--- src/design/pta_pkg.sv ---
`timescale 1ns / 1ps
`default_nettype none

package pta_pkg;

  // Table geometry and field widths
  localparam int TABLE_DEPTH_DEFAULT = 16;
  localparam int ID_W                = 8;
  localparam int TIME_W              = 32;
  localparam int CFG_W               = 32;
  localparam int COUNT_OUT_W         = 5;

  // Configuration reset values
  localparam logic [ID_W-1:0]   SELF_RESET  = 8'd0;
  localparam logic [ID_W-1:0]   BCAST_RESET = 8'd255;
  localparam logic [TIME_W-1:0] STALE_RESET = 32'd30000;

  // Configuration register indexes
  localparam logic [1:0] REG_SELF  = 2'd0;
  localparam logic [1:0] REG_BCAST = 2'd1;
  localparam logic [1:0] REG_STALE = 2'd2;

  typedef enum logic [1:0] {
    OP_SEEN   = 2'd0,
    OP_SELECT = 2'd1,
    OP_SWEEP  = 2'd2,
    OP_CLEAR  = 2'd3
  } op_t;

  typedef enum logic [1:0] {
    STAT_OK      = 2'd0,
    STAT_BCAST   = 2'd1,
    STAT_FULL    = 2'd2,
    STAT_UNKNOWN = 2'd3
  } status_t;

  typedef enum logic [1:0] {
    ST_IDLE,
    ST_SCAN,
    ST_LAST,
    ST_FINISH
  } state_t;

  // One stored table entry
  typedef struct packed {
    logic [ID_W-1:0]   id;
    logic [TIME_W-1:0] stamp;
  } entry_t;

  // Flags from the shared entry compare unit
  typedef struct packed {
    logic id_hit;
    logic self_hit;
    logic stale;
  } cmp_res_t;

endpackage

`default_nettype wire

--- src/design/pta_mem.sv ---
`timescale 1ns / 1ps
`default_nettype none

module pta_mem #(
  parameter int DEPTH  = pta_pkg::TABLE_DEPTH_DEFAULT,
  parameter int ADDR_W = 4
) (
  input  wire logic               clk,
  input  wire logic               we,
  input  wire logic [ADDR_W-1:0]  waddr,
  input  wire pta_pkg::entry_t    wdata,
  input  wire logic [ADDR_W-1:0]  raddr,
  output pta_pkg::entry_t         rdata
);

  pta_pkg::entry_t mem [DEPTH];

  // Write one entry
  always_ff @(posedge clk) begin
    if (we) begin
      mem[waddr] <= wdata;
    end
  end

  // Register read data
  always_ff @(posedge clk) begin
    rdata <= mem[raddr];
  end

endmodule

`default_nettype wire

--- src/design/pta_cmp.sv ---
`timescale 1ns / 1ps
`default_nettype none

module pta_cmp (
  input  wire pta_pkg::entry_t                  entry,
  input  wire logic [pta_pkg::ID_W-1:0]         key_id,
  input  wire logic [pta_pkg::ID_W-1:0]         self_id,
  input  wire logic [pta_pkg::TIME_W-1:0]       now,
  input  wire logic [pta_pkg::TIME_W-1:0]       stale_limit,
  output pta_pkg::cmp_res_t                     res
);

  logic [pta_pkg::TIME_W-1:0] age;

  // Wrapped age, then the id and age checks
  always_comb begin
    age          = now - entry.stamp;
    res.id_hit   = (entry.id == key_id);
    res.self_hit = (entry.id == self_id);
    res.stale    = (age > stale_limit);
  end

endmodule

`default_nettype wire

--- src/design/peer_table_with_aging_top.sv ---
`timescale 1ns / 1ps
`default_nettype none

// Peer table with aging: one word per start, one result word per item.
// Seen, select and sweep walk the table one entry per cycle through the entry
// memory and one shared compare unit; busy stays high through the walk and its
// finishing step, so a new word is taken only after the last. Clear skips the walk.
// Result ports hold until the next result; done marks each for a single cycle.
// rst is synchronous and restores the config registers and the table to entry 0
// holding self id 0.
module peer_table_with_aging_top #(
  parameter int TABLE_DEPTH = pta_pkg::TABLE_DEPTH_DEFAULT
) (
  input  wire logic                              clk,
  input  wire logic                              rst,
  input  wire logic                              cfg_wr_en,
  input  wire logic [1:0]                        cfg_index,
  input  wire logic [pta_pkg::CFG_W-1:0]         cfg_data,
  input  wire logic                              start,
  output logic                                   busy,
  input  wire logic [1:0]                        operation,
  input  wire logic [pta_pkg::ID_W-1:0]          device_id,
  input  wire logic [pta_pkg::TIME_W-1:0]        current_time,
  output logic                                   done,
  output logic [1:0]                             status,
  output logic [pta_pkg::ID_W-1:0]               active_id,
  output logic [pta_pkg::COUNT_OUT_W-1:0]        device_count,
  output logic                                   table_changed
);

  localparam int IDX_W   = (TABLE_DEPTH > 1) ? $clog2(TABLE_DEPTH) : 1;
  localparam int COUNT_W = $clog2(TABLE_DEPTH + 1);
  localparam int EXT_W   = COUNT_W + pta_pkg::COUNT_OUT_W;
  localparam logic [IDX_W-1:0]       LAST_IDX    = IDX_W'(TABLE_DEPTH - 1);
  localparam logic [TABLE_DEPTH-1:0] VALID_FIRST = TABLE_DEPTH'(1);

  pta_pkg::state_t state, state_next;

  // Configuration
  logic [pta_pkg::ID_W-1:0]   self_id;
  logic [pta_pkg::ID_W-1:0]   broadcast_id;
  logic [pta_pkg::TIME_W-1:0] stale_limit;

  // Latched word
  pta_pkg::op_t               op_q;
  logic [pta_pkg::ID_W-1:0]   id_q;
  logic [pta_pkg::TIME_W-1:0] now_q;

  // Table state
  logic [TABLE_DEPTH-1:0]     valid;
  logic                       seed_live;
  logic [pta_pkg::ID_W-1:0]   active;

  // Walk state
  logic [IDX_W-1:0]           idx;
  logic                       eval_vld;
  logic [IDX_W-1:0]           eval_idx;
  logic                       hit_found;
  logic [IDX_W-1:0]           hit_idx;
  logic                       free_found;
  logic [IDX_W-1:0]           free_idx;
  logic [COUNT_W-1:0]         acc_count;
  logic                       acc_changed;

  // Memory and compare
  logic                       mem_we;
  logic [IDX_W-1:0]           mem_waddr;
  pta_pkg::entry_t            mem_wdata;
  pta_pkg::entry_t            mem_rdata;
  pta_pkg::entry_t            entry_rd;
  pta_pkg::cmp_res_t          cmp;
  logic                       cur_valid;
  logic                       freed;

  // Finish decisions
  pta_pkg::status_t           fin_status;
  logic                       fin_changed;
  logic [COUNT_W-1:0]         fin_count;

  // Result word
  pta_pkg::status_t           res_status;
  logic [pta_pkg::ID_W-1:0]   res_active;
  logic [COUNT_W-1:0]         res_count;
  logic                       res_changed;
  logic [EXT_W-1:0]           count_ext;

  logic                       accept;
  logic                       self_is_bcast;

  assign busy          = (state != pta_pkg::ST_IDLE);
  assign accept        = start && !busy;
  assign self_is_bcast = (self_id == broadcast_id);

  pta_mem #(
    .DEPTH  (TABLE_DEPTH),
    .ADDR_W (IDX_W)
  ) u_mem (
    .clk   (clk),
    .we    (mem_we),
    .waddr (mem_waddr),
    .wdata (mem_wdata),
    .raddr (idx),
    .rdata (mem_rdata)
  );

  // Entry 0 keeps its reset contents until first written or cleared
  assign entry_rd = (seed_live && eval_idx == '0)
                  ? pta_pkg::entry_t'{id: pta_pkg::SELF_RESET, stamp: '0}
                  : mem_rdata;

  pta_cmp u_cmp (
    .entry       (entry_rd),
    .key_id      (id_q),
    .self_id     (self_id),
    .now         (now_q),
    .stale_limit (stale_limit),
    .res         (cmp)
  );

  assign cur_valid = valid[eval_idx];
  assign freed     = cur_valid && !cmp.self_hit && cmp.stale;

  // Sequence the walk
  always_ff @(posedge clk) begin
    if (rst) begin
      state <= pta_pkg::ST_IDLE;
    end else begin
      state <= state_next;
    end
  end

  always_comb begin
    state_next = state;
    case (state)
      pta_pkg::ST_IDLE: begin
        if (start) begin
          state_next = (operation == pta_pkg::OP_CLEAR) ? pta_pkg::ST_FINISH
                                                       : pta_pkg::ST_SCAN;
        end
      end
      pta_pkg::ST_SCAN: begin
        if (idx == LAST_IDX) begin
          state_next = pta_pkg::ST_LAST;
        end
      end
      pta_pkg::ST_LAST:   state_next = pta_pkg::ST_FINISH;
      pta_pkg::ST_FINISH: state_next = pta_pkg::ST_IDLE;
      default:            state_next = pta_pkg::ST_IDLE;
    endcase
  end

  // Decide the outcome and the table write at the end of the walk
  always_comb begin
    fin_status  = pta_pkg::STAT_OK;
    fin_changed = acc_changed;
    fin_count   = acc_count;
    mem_we      = 1'b0;
    mem_waddr   = hit_idx;
    mem_wdata   = pta_pkg::entry_t'{id: id_q, stamp: now_q};
    case (op_q)
      pta_pkg::OP_SEEN: begin
        if (id_q == broadcast_id) begin
          fin_status = pta_pkg::STAT_BCAST;
        end else if (hit_found) begin
          mem_we = (state == pta_pkg::ST_FINISH);
        end else if (free_found) begin
          mem_we      = (state == pta_pkg::ST_FINISH);
          mem_waddr   = free_idx;
          fin_changed = 1'b1;
          fin_count   = acc_count + COUNT_W'(1);
        end else begin
          fin_status = pta_pkg::STAT_FULL;
        end
      end
      pta_pkg::OP_SELECT: begin
        if (id_q != broadcast_id && !hit_found) begin
          fin_status = pta_pkg::STAT_UNKNOWN;
        end
      end
      pta_pkg::OP_SWEEP: begin
        fin_status = pta_pkg::STAT_OK;
      end
      pta_pkg::OP_CLEAR: begin
        fin_changed = 1'b1;
        mem_waddr   = '0;
        mem_wdata   = pta_pkg::entry_t'{id: self_id, stamp: now_q};
        if (self_is_bcast) begin
          fin_status = pta_pkg::STAT_BCAST;
          fin_count  = '0;
        end else begin
          mem_we    = (state == pta_pkg::ST_FINISH);
          fin_count = COUNT_W'(1);
        end
      end
      default: fin_status = pta_pkg::STAT_OK;
    endcase
  end

  // Control state: config, valid bits, walk bookkeeping, strobe
  always_ff @(posedge clk) begin
    if (rst) begin
      self_id      <= pta_pkg::SELF_RESET;
      broadcast_id <= pta_pkg::BCAST_RESET;
      stale_limit  <= pta_pkg::STALE_RESET;
      valid        <= VALID_FIRST;
      seed_live    <= 1'b1;
      active       <= pta_pkg::SELF_RESET;
      idx          <= '0;
      eval_vld     <= 1'b0;
      hit_found    <= 1'b0;
      free_found   <= 1'b0;
      acc_count    <= '0;
      acc_changed  <= 1'b0;
      done         <= 1'b0;
    end else begin
      done     <= (state == pta_pkg::ST_FINISH);
      eval_vld <= (state == pta_pkg::ST_SCAN);

      // Take register writes
      if (cfg_wr_en) begin
        case (cfg_index)
          pta_pkg::REG_SELF:  self_id      <= cfg_data[pta_pkg::ID_W-1:0];
          pta_pkg::REG_BCAST: broadcast_id <= cfg_data[pta_pkg::ID_W-1:0];
          pta_pkg::REG_STALE: stale_limit  <= cfg_data[pta_pkg::TIME_W-1:0];
          default: ;
        endcase
      end

      // Start a new walk
      if (accept) begin
        idx         <= '0;
        hit_found   <= 1'b0;
        free_found  <= 1'b0;
        acc_count   <= '0;
        acc_changed <= 1'b0;
      end

      // Advance the read address
      if (state == pta_pkg::ST_SCAN && idx != LAST_IDX) begin
        idx <= idx + IDX_W'(1);
      end

      // Check one entry
      if (eval_vld) begin
        if (op_q == pta_pkg::OP_SWEEP) begin
          if (freed) begin
            valid[eval_idx] <= 1'b0;
            acc_changed     <= 1'b1;
          end
          acc_count <= acc_count + COUNT_W'(cur_valid && !freed);
        end else begin
          acc_count <= acc_count + COUNT_W'(cur_valid);
        end
        if (cur_valid && cmp.id_hit && !hit_found) begin
          hit_found <= 1'b1;
        end
        if (!cur_valid && !free_found) begin
          free_found <= 1'b1;
        end
      end

      // Commit the operation
      if (state == pta_pkg::ST_FINISH) begin
        if ((mem_we && mem_waddr == '0) || op_q == pta_pkg::OP_CLEAR) begin
          seed_live <= 1'b0;
        end
        case (op_q)
          pta_pkg::OP_SEEN: begin
            if (id_q != broadcast_id && !hit_found && free_found) begin
              valid[free_idx] <= 1'b1;
            end
          end
          pta_pkg::OP_SELECT: begin
            if (id_q == broadcast_id || hit_found) begin
              active <= id_q;
            end
          end
          pta_pkg::OP_CLEAR: begin
            active <= self_id;
            valid  <= self_is_bcast ? '0 : VALID_FIRST;
          end
          default: ;
        endcase
      end
    end
  end

  // Payload: latched word, entry positions, result word
  always_ff @(posedge clk) begin
    if (accept) begin
      op_q  <= pta_pkg::op_t'(operation);
      id_q  <= device_id;
      now_q <= current_time;
    end
    eval_idx <= idx;
    if (eval_vld && cur_valid && cmp.id_hit && !hit_found) begin
      hit_idx <= eval_idx;
    end
    if (eval_vld && !cur_valid && !free_found) begin
      free_idx <= eval_idx;
    end
    if (state == pta_pkg::ST_FINISH) begin
      res_status  <= fin_status;
      res_count   <= fin_count;
      res_changed <= fin_changed;
      if (op_q == pta_pkg::OP_CLEAR) begin
        res_active <= self_id;
      end else if (op_q == pta_pkg::OP_SELECT &&
                   (id_q == broadcast_id || hit_found)) begin
        res_active <= id_q;
      end else begin
        res_active <= active;
      end
    end
  end

  // Drive the result ports
  assign count_ext     = EXT_W'(res_count);
  assign status        = res_status;
  assign active_id     = res_active;
  assign device_count  = count_ext[pta_pkg::COUNT_OUT_W-1:0];
  assign table_changed = res_changed;

  // Checks
  a_done_after_finish: assert property (@(posedge clk) disable iff (rst)
    done |-> $past(state == pta_pkg::ST_FINISH))
    else $error("result strobe without a finishing step");

  a_no_check_when_idle: assert property (@(posedge clk) disable iff (rst)
    (state == pta_pkg::ST_IDLE) |-> !eval_vld)
    else $error("entry check pending while idle");

  a_count_bound: assert property (@(posedge clk) disable iff (rst)
    done |-> (res_count <= COUNT_W'(TABLE_DEPTH)))
    else $error("device count exceeds table depth");

endmodule

`default_nettype wire

--- config.mk ---
export PLATFORM = sky130hd
export DESIGN_NAME = peer_table_with_aging_top
export DESIGN_NICKNAME = d
export VERILOG_FILES = /design/src/design/pta_pkg.sv /design/src/design/pta_mem.sv /design/src/design/pta_cmp.sv /design/src/design/peer_table_with_aging_top.sv
export SDC_FILE = /design/constraint.sdc
export NUM_CORES = 1
export LEC_CHECK = 0
export BUFFER_PORTS_ARGS = -buffer_cell sky130_fd_sc_hd__buf_2
export CAP_MARGIN = 20
export CORE_UTILIZATION = 62
export DETAILED_ROUTE_END_ITERATION = 8
export GPL_TIMING_DRIVEN = 0
export PLACE_DENSITY = 0.79
export SYNTH_ARGS = -nofsm -noshare
export SYNTH_HDL_FRONTEND = slang
export SYNTH_SLANG_ARGS = --single-unit
--- constraint.sdc ---
create_clock -name clk -period 6.65 [get_ports clk]
set_input_delay 0.665 -clock clk [delete_from_list [all_inputs] [get_ports clk]]
set_output_delay 0.665 -clock clk [all_outputs]
set_load 0.02 [all_outputs]
# Word level (Yosys, flattened, before mapping)
# Memories as Yosys holds them, arrays and structs flattened. A register that Yosys moved wholly into a read port is not among the register bits.
# Cells that the tools add are included.
# totals
reg_bits	159
ramBits	640
mem_count	1
# memory_table
name	words	word_bits	read_ports	rd_ports_with_merged_regs	wr	line_no	text
u_mem.mem	16	40	1	1	1	pta_mem.sv:16	pta_pkg::entry_t mem [DEPTH];
# classes
add_sub_neg	5
magnitude_cmp	5
n_eq_ne	19
muxes	65
bitwise_logic	3
n_reduce_logical	43
# op_table
op	n
2-to-1 mux 16 bit	6
2-to-1 mux 40 bit	2
equality test 8 bit	4
greater-than comparator 32 bit	1
case mux 16 bit (2 select lines)	1
subtractor 32 bit	1
2-to-1 mux 5 bit	6
2-to-1 mux 1 bit	25
2-to-1 mux 8 bit	3
logical AND 1 bit	20
2-to-1 mux 4 bit	5
AND 16 bit	1
inverter 16 bit	1
bitwise OR 16 bit	1
case mux 2 bit (4 select lines)	2
case mux 8 bit (2 select lines)	1
2-to-1 mux 2 bit	7
equality test 2 bit (second input constant)	6
adder 5 x 1 -> 5 bit	2
< comparator 4 x 5 -> 1 bit (second input constant)	2
case mux 5 bit (2 select lines)	1
AND reduction 2 bit	5
demux 1 bit (select 4 bit)	2
>= comparator 4 x 1 -> 1 bit (second input constant)	2
16 further kinds	33

# Longest topological paths before layout
# depth
word_depth	15
mapped_depth	29
ltp_nobuf	26

# Hierarchy
# Synthesis repeated with hierarchy kept, for this count alone.
# hier_totals
cells_unflattened	2146
hier_area_um2	34782.1
# modules_own_cells
module	instances	cells_per_inst	area_per_inst_um2
pta_mem	1	1040	25131.6
peer_table_with_aging_top	1	711	6927.9
pta_cmp	1	395	2722.6

# Least setup slack after synthesis
# Ideal clock, no wire load.
# synth_path
path_kind	reg-to-reg
from	reg eval_idx[1]
to	reg acc_count[2]
setup_time_ps	91
arrival_time_ps	5340
required_time_ps	6559
setup_slack_ps	1219
stages_incl_launch_ff	27
period_less_slack_ps	5431
path_cell_list	dfxtp_1 > buf_6 > nor4_4 > nand2_1 > clkbuf_1 > clkbuf_1 > nand2_1 > ha_1 > and3_1 > and3_1 > a221oi_1 > o31a_1 > nand2_1 > a21oi_1 > o311ai_0 > ha_1 > and3_1 > nand3_1 > or4_4 > o211a_4 > buf_6 > nor2_1 > nor2_1 > ha_1 > ha_1 > nand2b_1 > a311oi_1
# synth_via
elab_chain_len	12
# synth_rtl
item	line_no	text
start: declaration	peer_table_with_aging_top.sv:57	logic [IDX_W-1:0] eval_idx;
start signal: assignment	peer_table_with_aging_top.sv:295	eval_idx <= idx;
branches (longest 10 deep; another with subtractor 32 bit)	-	
2-to-1 mux 5 bit *	peer_table_with_aging_top.sv:245	if (op_q == pta_pkg::OP_SWEEP) begin
2-to-1 mux 5 bit *	peer_table_with_aging_top.sv:244	if (eval_vld) begin
end signal: assignment	peer_table_with_aging_top.sv:250	acc_count <= acc_count + COUNT_W'(cur_valid && !freed);
end signal: assignment	peer_table_with_aging_top.sv:252	acc_count <= acc_count + COUNT_W'(cur_valid);
end: declaration	peer_table_with_aging_top.sv:62	logic [COUNT_W-1:0] acc_count;
# Every way passes the cells marked *. The select of a mux whose other input is x is not followed.
# A chain may end at the register's enable or synchronous reset.

# Final worst setup path
# layout_path
from	reg eval_idx[3]
to	reg acc_count[2]
# The elaborated chain is that of the path after synthesis.

==> flow_metrics.env <==
export IMPL_critical_path_peak_fanout=12
export IMPL_critical_path_slowest_cell="or4_4"
export IMPL_cts_buffers=84
export IMPL_syn2layout_area_growth_pct=13.8
export IMPL_yosys_area_top_type_share_pct=61.4
export IMPL_p_leak_nw=12.9
export IMPL_grt_pass1_vias=20100
export IMPL_share_of_synthesized_area_occupied_by_flip_flops_and_latches_pct=69.1
export IMPL_cts_hold_buffers=0
export IMPL_floorplan_die_area_sq_um=56700
export IMPL_grt_first_pass_wirelength_mm=127
export IMPL_critPathMaxStageDelay_ps=600
export IMPL_number_of_antenna_violations_at_the_first_check_in_global_routing=0
export IMPL_chipWidth_um=238
export IMPL_drc=0
export IMPL_cts_tree="built"
export IMPL_status="completed"
export IMPL_number_of_nets_with_antenna_violations_after_routing=0
export IMPL_utilization_pct=71.3
export IMPL_post_place_ws_ps=-405
export IMPL_drt_vias_per_instance=6.60
export IMPL_wl_mm=87.1
export IMPL_synth_seq_cells=839
export IMPL_max_slew_margin_rel_pct=27.3
export IMPL_multi_input_comb_area_sq_um=10200
export IMPL_syn_inst=2034
export IMPL_cts_root_buffer_cell="clkbuf_16"
export IMPL_ff_latch_area_sq_um=23900
export IMPL_synthDistinctLibCells=81
export IMPL_max_clock_freq_mhz=155
export IMPL_timing_setup_tns_ps=0
export IMPL_most_numerous_cell_on_the_critical_path="ha_1"
export IMPL_global_route_usage_total_pct=31.3
export IMPL_count_of_vias_placed_by_the_detailed_router=20200
export IMPL_post_synth_top_area_cell="edfxtp_1"
export IMPL_fin_skew_ps=18.7
export IMPL_hold_violations=0
export IMPL_worst_setup_path_end_kind="register"
export IMPL_time_the_final_worst_path_needs_with_i_o_delays_and_setup_ps=6450
export IMPL_synth_area_sq_um=34500
export IMPL_primary_flip_flop_cell_chosen_by_synthesis_mapping="edfxtp_1"
export IMPL_finalSetupViolCount=0
export IMPL_startpoint_of_the_lowest_slack_register_to_register_path="eval_idx[3]"
export IMPL_num_fill_cells=3378
export IMPL_initial_core_util_pct=62.7
export IMPL_timing_final_ws_setup_ps=198
export IMPL_gp_congestion=0.944
export IMPL_h_tree_depth=3
export IMPL_ys_warn_count=0
export IMPL_start_kind="register"
export IMPL_timing_worst_setup_path_type="reg2reg"
export IMPL_grt_start_max_net_pins=33
export IMPL_initialDrtViolationCount=2631
export IMPL_routed_wire_length_per_instance_um=28.4
export IMPL_hold_path_depth=1
export IMPL_clock_sinks=839
export IMPL_grt_setup_unrepaired="false"
export IMPL_rows=86
export IMPL_cp_required_ps=7170
export IMPL_worst_hold_startpoint="current_time[8]"
export IMPL_period_share_pct=97.0
export IMPL_worst_r2r_path_depth=25
export IMPL_r2r_slack_ps=200
export IMPL_edff_count_synth=706
export IMPL_syn_avg_cell_area_sq_um=17.0
export IMPL_peakVddDrop_mv=0.318
export IMPL_synthTopCellsByArea="edfxtp_1 (61%), mux4_2 (13%), dfxtp_1 (7.7%), ha_1 (2.8%), nand2_1 (1.8%)"
export IMPL_drt_first_pass_iters=6
export IMPL_clock_tree_buffer_depth=3
export IMPL_hold_class="in2reg"
export IMPL_critical_path_arrival_ps=6970
export IMPL_die_h_um=238
export IMPL_floorplan_io_pins=98
export IMPL_tightest_slew_ps=1080
export IMPL_clkTransAtPathRegs_ps=60
export IMPL_clock_insertion_delay_worst_skew_ps=630
export IMPL_max_cap_viol=0
export IMPL_share_of_post_route_cells_with_drive_strength_above_1_pct=22.0
export IMPL_reg2reg_to="acc_count[2]"
export IMPL_buffer_ports_inserted=97
export IMPL_grt_ovfl_total=0
export IMPL_async_flop_share_pct=0
export IMPL_final_max_slew_viol_count=0
export IMPL_syn_num_nets=2192
export IMPL_core_area_sq_um=55100
export IMPL_hold_path_end="now_q[8]"
export IMPL_dp_hpwl_mm=53.6
export IMPL_finish_net_count=2407
export IMPL_power_density_nw_per_um2=371
-- stage by stage --
step | hold WS [ps] | std cells | power [W] | instance area [sq um]
3_3_place_gp | 334 | 2879 | 0.00967 | 36000
4_1_cts | 182 | 3055 | 0.0145 | 39200
5_1_grt | 191 | 3065 | 0.0151 | 39300
3_5_place_dp | 337 | 2902 | 0.00984 | 36500
2_1_floorplan | 329 | 2034 | 0.00884 | 34500
6_report | 210 | 3066 | 0.0146 | 39300
-- cell usage after synthesis, types with 4 or more instances --
| cell type | instances |
|---|---|
| edfxtp_1 | 706 |
| mux4_2 | 204 |
| nand2_1 | 164 |
| dfxtp_1 | 133 |
| nor2_1 | 109 |
| a21oi_1 | 101 |
| ha_1 | 77 |
| inv_1 | 69 |
| clkbuf_1 | 63 |
| o21ai_0 | 34 |
| mux2i_1 | 29 |
| xnor2_1 | 27 |
| nand3_1 | 21 |
| a21o_1 | 19 |
| xor2_1 | 19 |
| nand4_1 | 18 |
| and3_1 | 12 |
| nand2b_1 | 12 |
| nand3b_1 | 12 |
| a31oi_1 | 11 |
| buf_2 | 11 |
| nor3_1 | 11 |
| a311oi_1 | 10 |
| o211ai_1 | 9 |
| a211o_1 | 8 |
| buf_1 | 8 |
| a211oi_1 | 7 |
| and2_1 | 7 |
| nor2b_1 | 7 |
| o31ai_1 | 7 |
| o41ai_1 | 7 |
| nor4_1 | 6 |
| o32ai_1 | 5 |
| or3_1 | 5 |
| a21boi_0 | 4 |
| a311o_1 | 4 |
| a41oi_1 | 4 |
| nor4bb_1 | 4 |
| or2_2 | 4 |
-- worst max-delay path: cells and delay by family (launching register included) --
| kind | cells | cell delay, ps |
|---|---|---|
| fa+ha+maj | 4 | 1100 |
| simple gates | 12 | 2550 |
| compound gates | 6 | 1640 |
| buf+inv | 3 | 720 |
| flops | 1 | 330 |
-- layer usage --
layer | global-route usage (%) | wire length (um)
met5 | 0 | 0
met4 | 10.3 | 2510
met3 | 4.95 | 8770
met2 | 49.4 | 41400
met1 | 45.3 | 34400
-- power by group --
group	internal, W	total [W]	switching [W]	leakage (nW)
Sequential	0.00613	0.00646	0.000322	7.47
Clock	0.00273	0.00472	0.00199	1.31
Combinational	0.00146	0.00342	0.00195	4.17
-- cells by family after synthesis --
kind of cell | Yosys count | synth area share, %
mux | 236 | 14.2
flops | 839 | 69.1
fa+ha+maj | 78 | 2.85
simple gates | 412 | 5.67
xor+xnor | 46 | 1.17
buf+inv | 155 | 1.79
compound gates | 268 | 5.21
-- worst max-delay path by stage --
stage | startpoint | to | slack [ps] | cells after the start
floorplan | eval_idx[1] | acc_count[2] | 1220 | 26
global placement | eval_idx[2] | acc_count[2] | -240 | 26
detailed placement | eval_idx[2] | acc_count[2] | -410 | 26
CTS | eval_idx[2] | acc_count[4] | 90 | 27
global route | eval_idx[3] | acc_count[4] | 4 | 27
finish | eval_idx[3] | acc_count[2] | 200 | 25
-- repair_timing --
action | in CTS | in global routing
setup endpoints to repair | 5 | 4
pin swaps | 0 | 1
setup buffers | 0 | 1
gates resized for setup | 2 | 7
-- state kept, by name, indices dropped and copies added, names as in the netlist, 4 cells and up --
name / cells
acc_count: 5
active: 8
active_id: 8
broadcast_id: 8
device_count: 5
eval_idx: 4
free_idx: 4
hit_idx: 4
id_q: 8
idx: 4
now_q: 32
self_id: 8
stale_limit: 32
u_mem.mem: 640
u_mem.rdata: 40
valid: 16
-- layout by cell type, fill, tap and decap left out, drive strengths merged, types with 21 or more instances in the layout --
master / synthesis / final
edfxtp: 706 / 706
mux4: 204 / 204
clkbuf: 63 / 181
nand2: 165 / 165
buf: 23 / 153
dfxtp: 133 / 133
nor2: 110 / 110
a21oi: 101 / 101
ha: 77 / 77
inv: 69 / 74
o21ai: 35 / 35
mux2i: 29 / 29
xnor2: 27 / 27
nand3: 21 / 21
-- final cells by class --
| class | instances | share of cell area, % |
|---|---|---|
| multi-input cells | 1040 | 25.9 |
| flip-flops and latches | 839 | 60.7 |
| diodes | 1 | 0.00637 |
| well taps | 748 | 2.38 |
| clock buffers | 119 | 5.86 |
| inverters | 69 | 0.659 |
| plain buffers | 85 | 0.914 |
| repair buffers | 130 | 2.49 |
| clock inverters | 35 | 1.01 |
(Power assumes the default switching activity.)
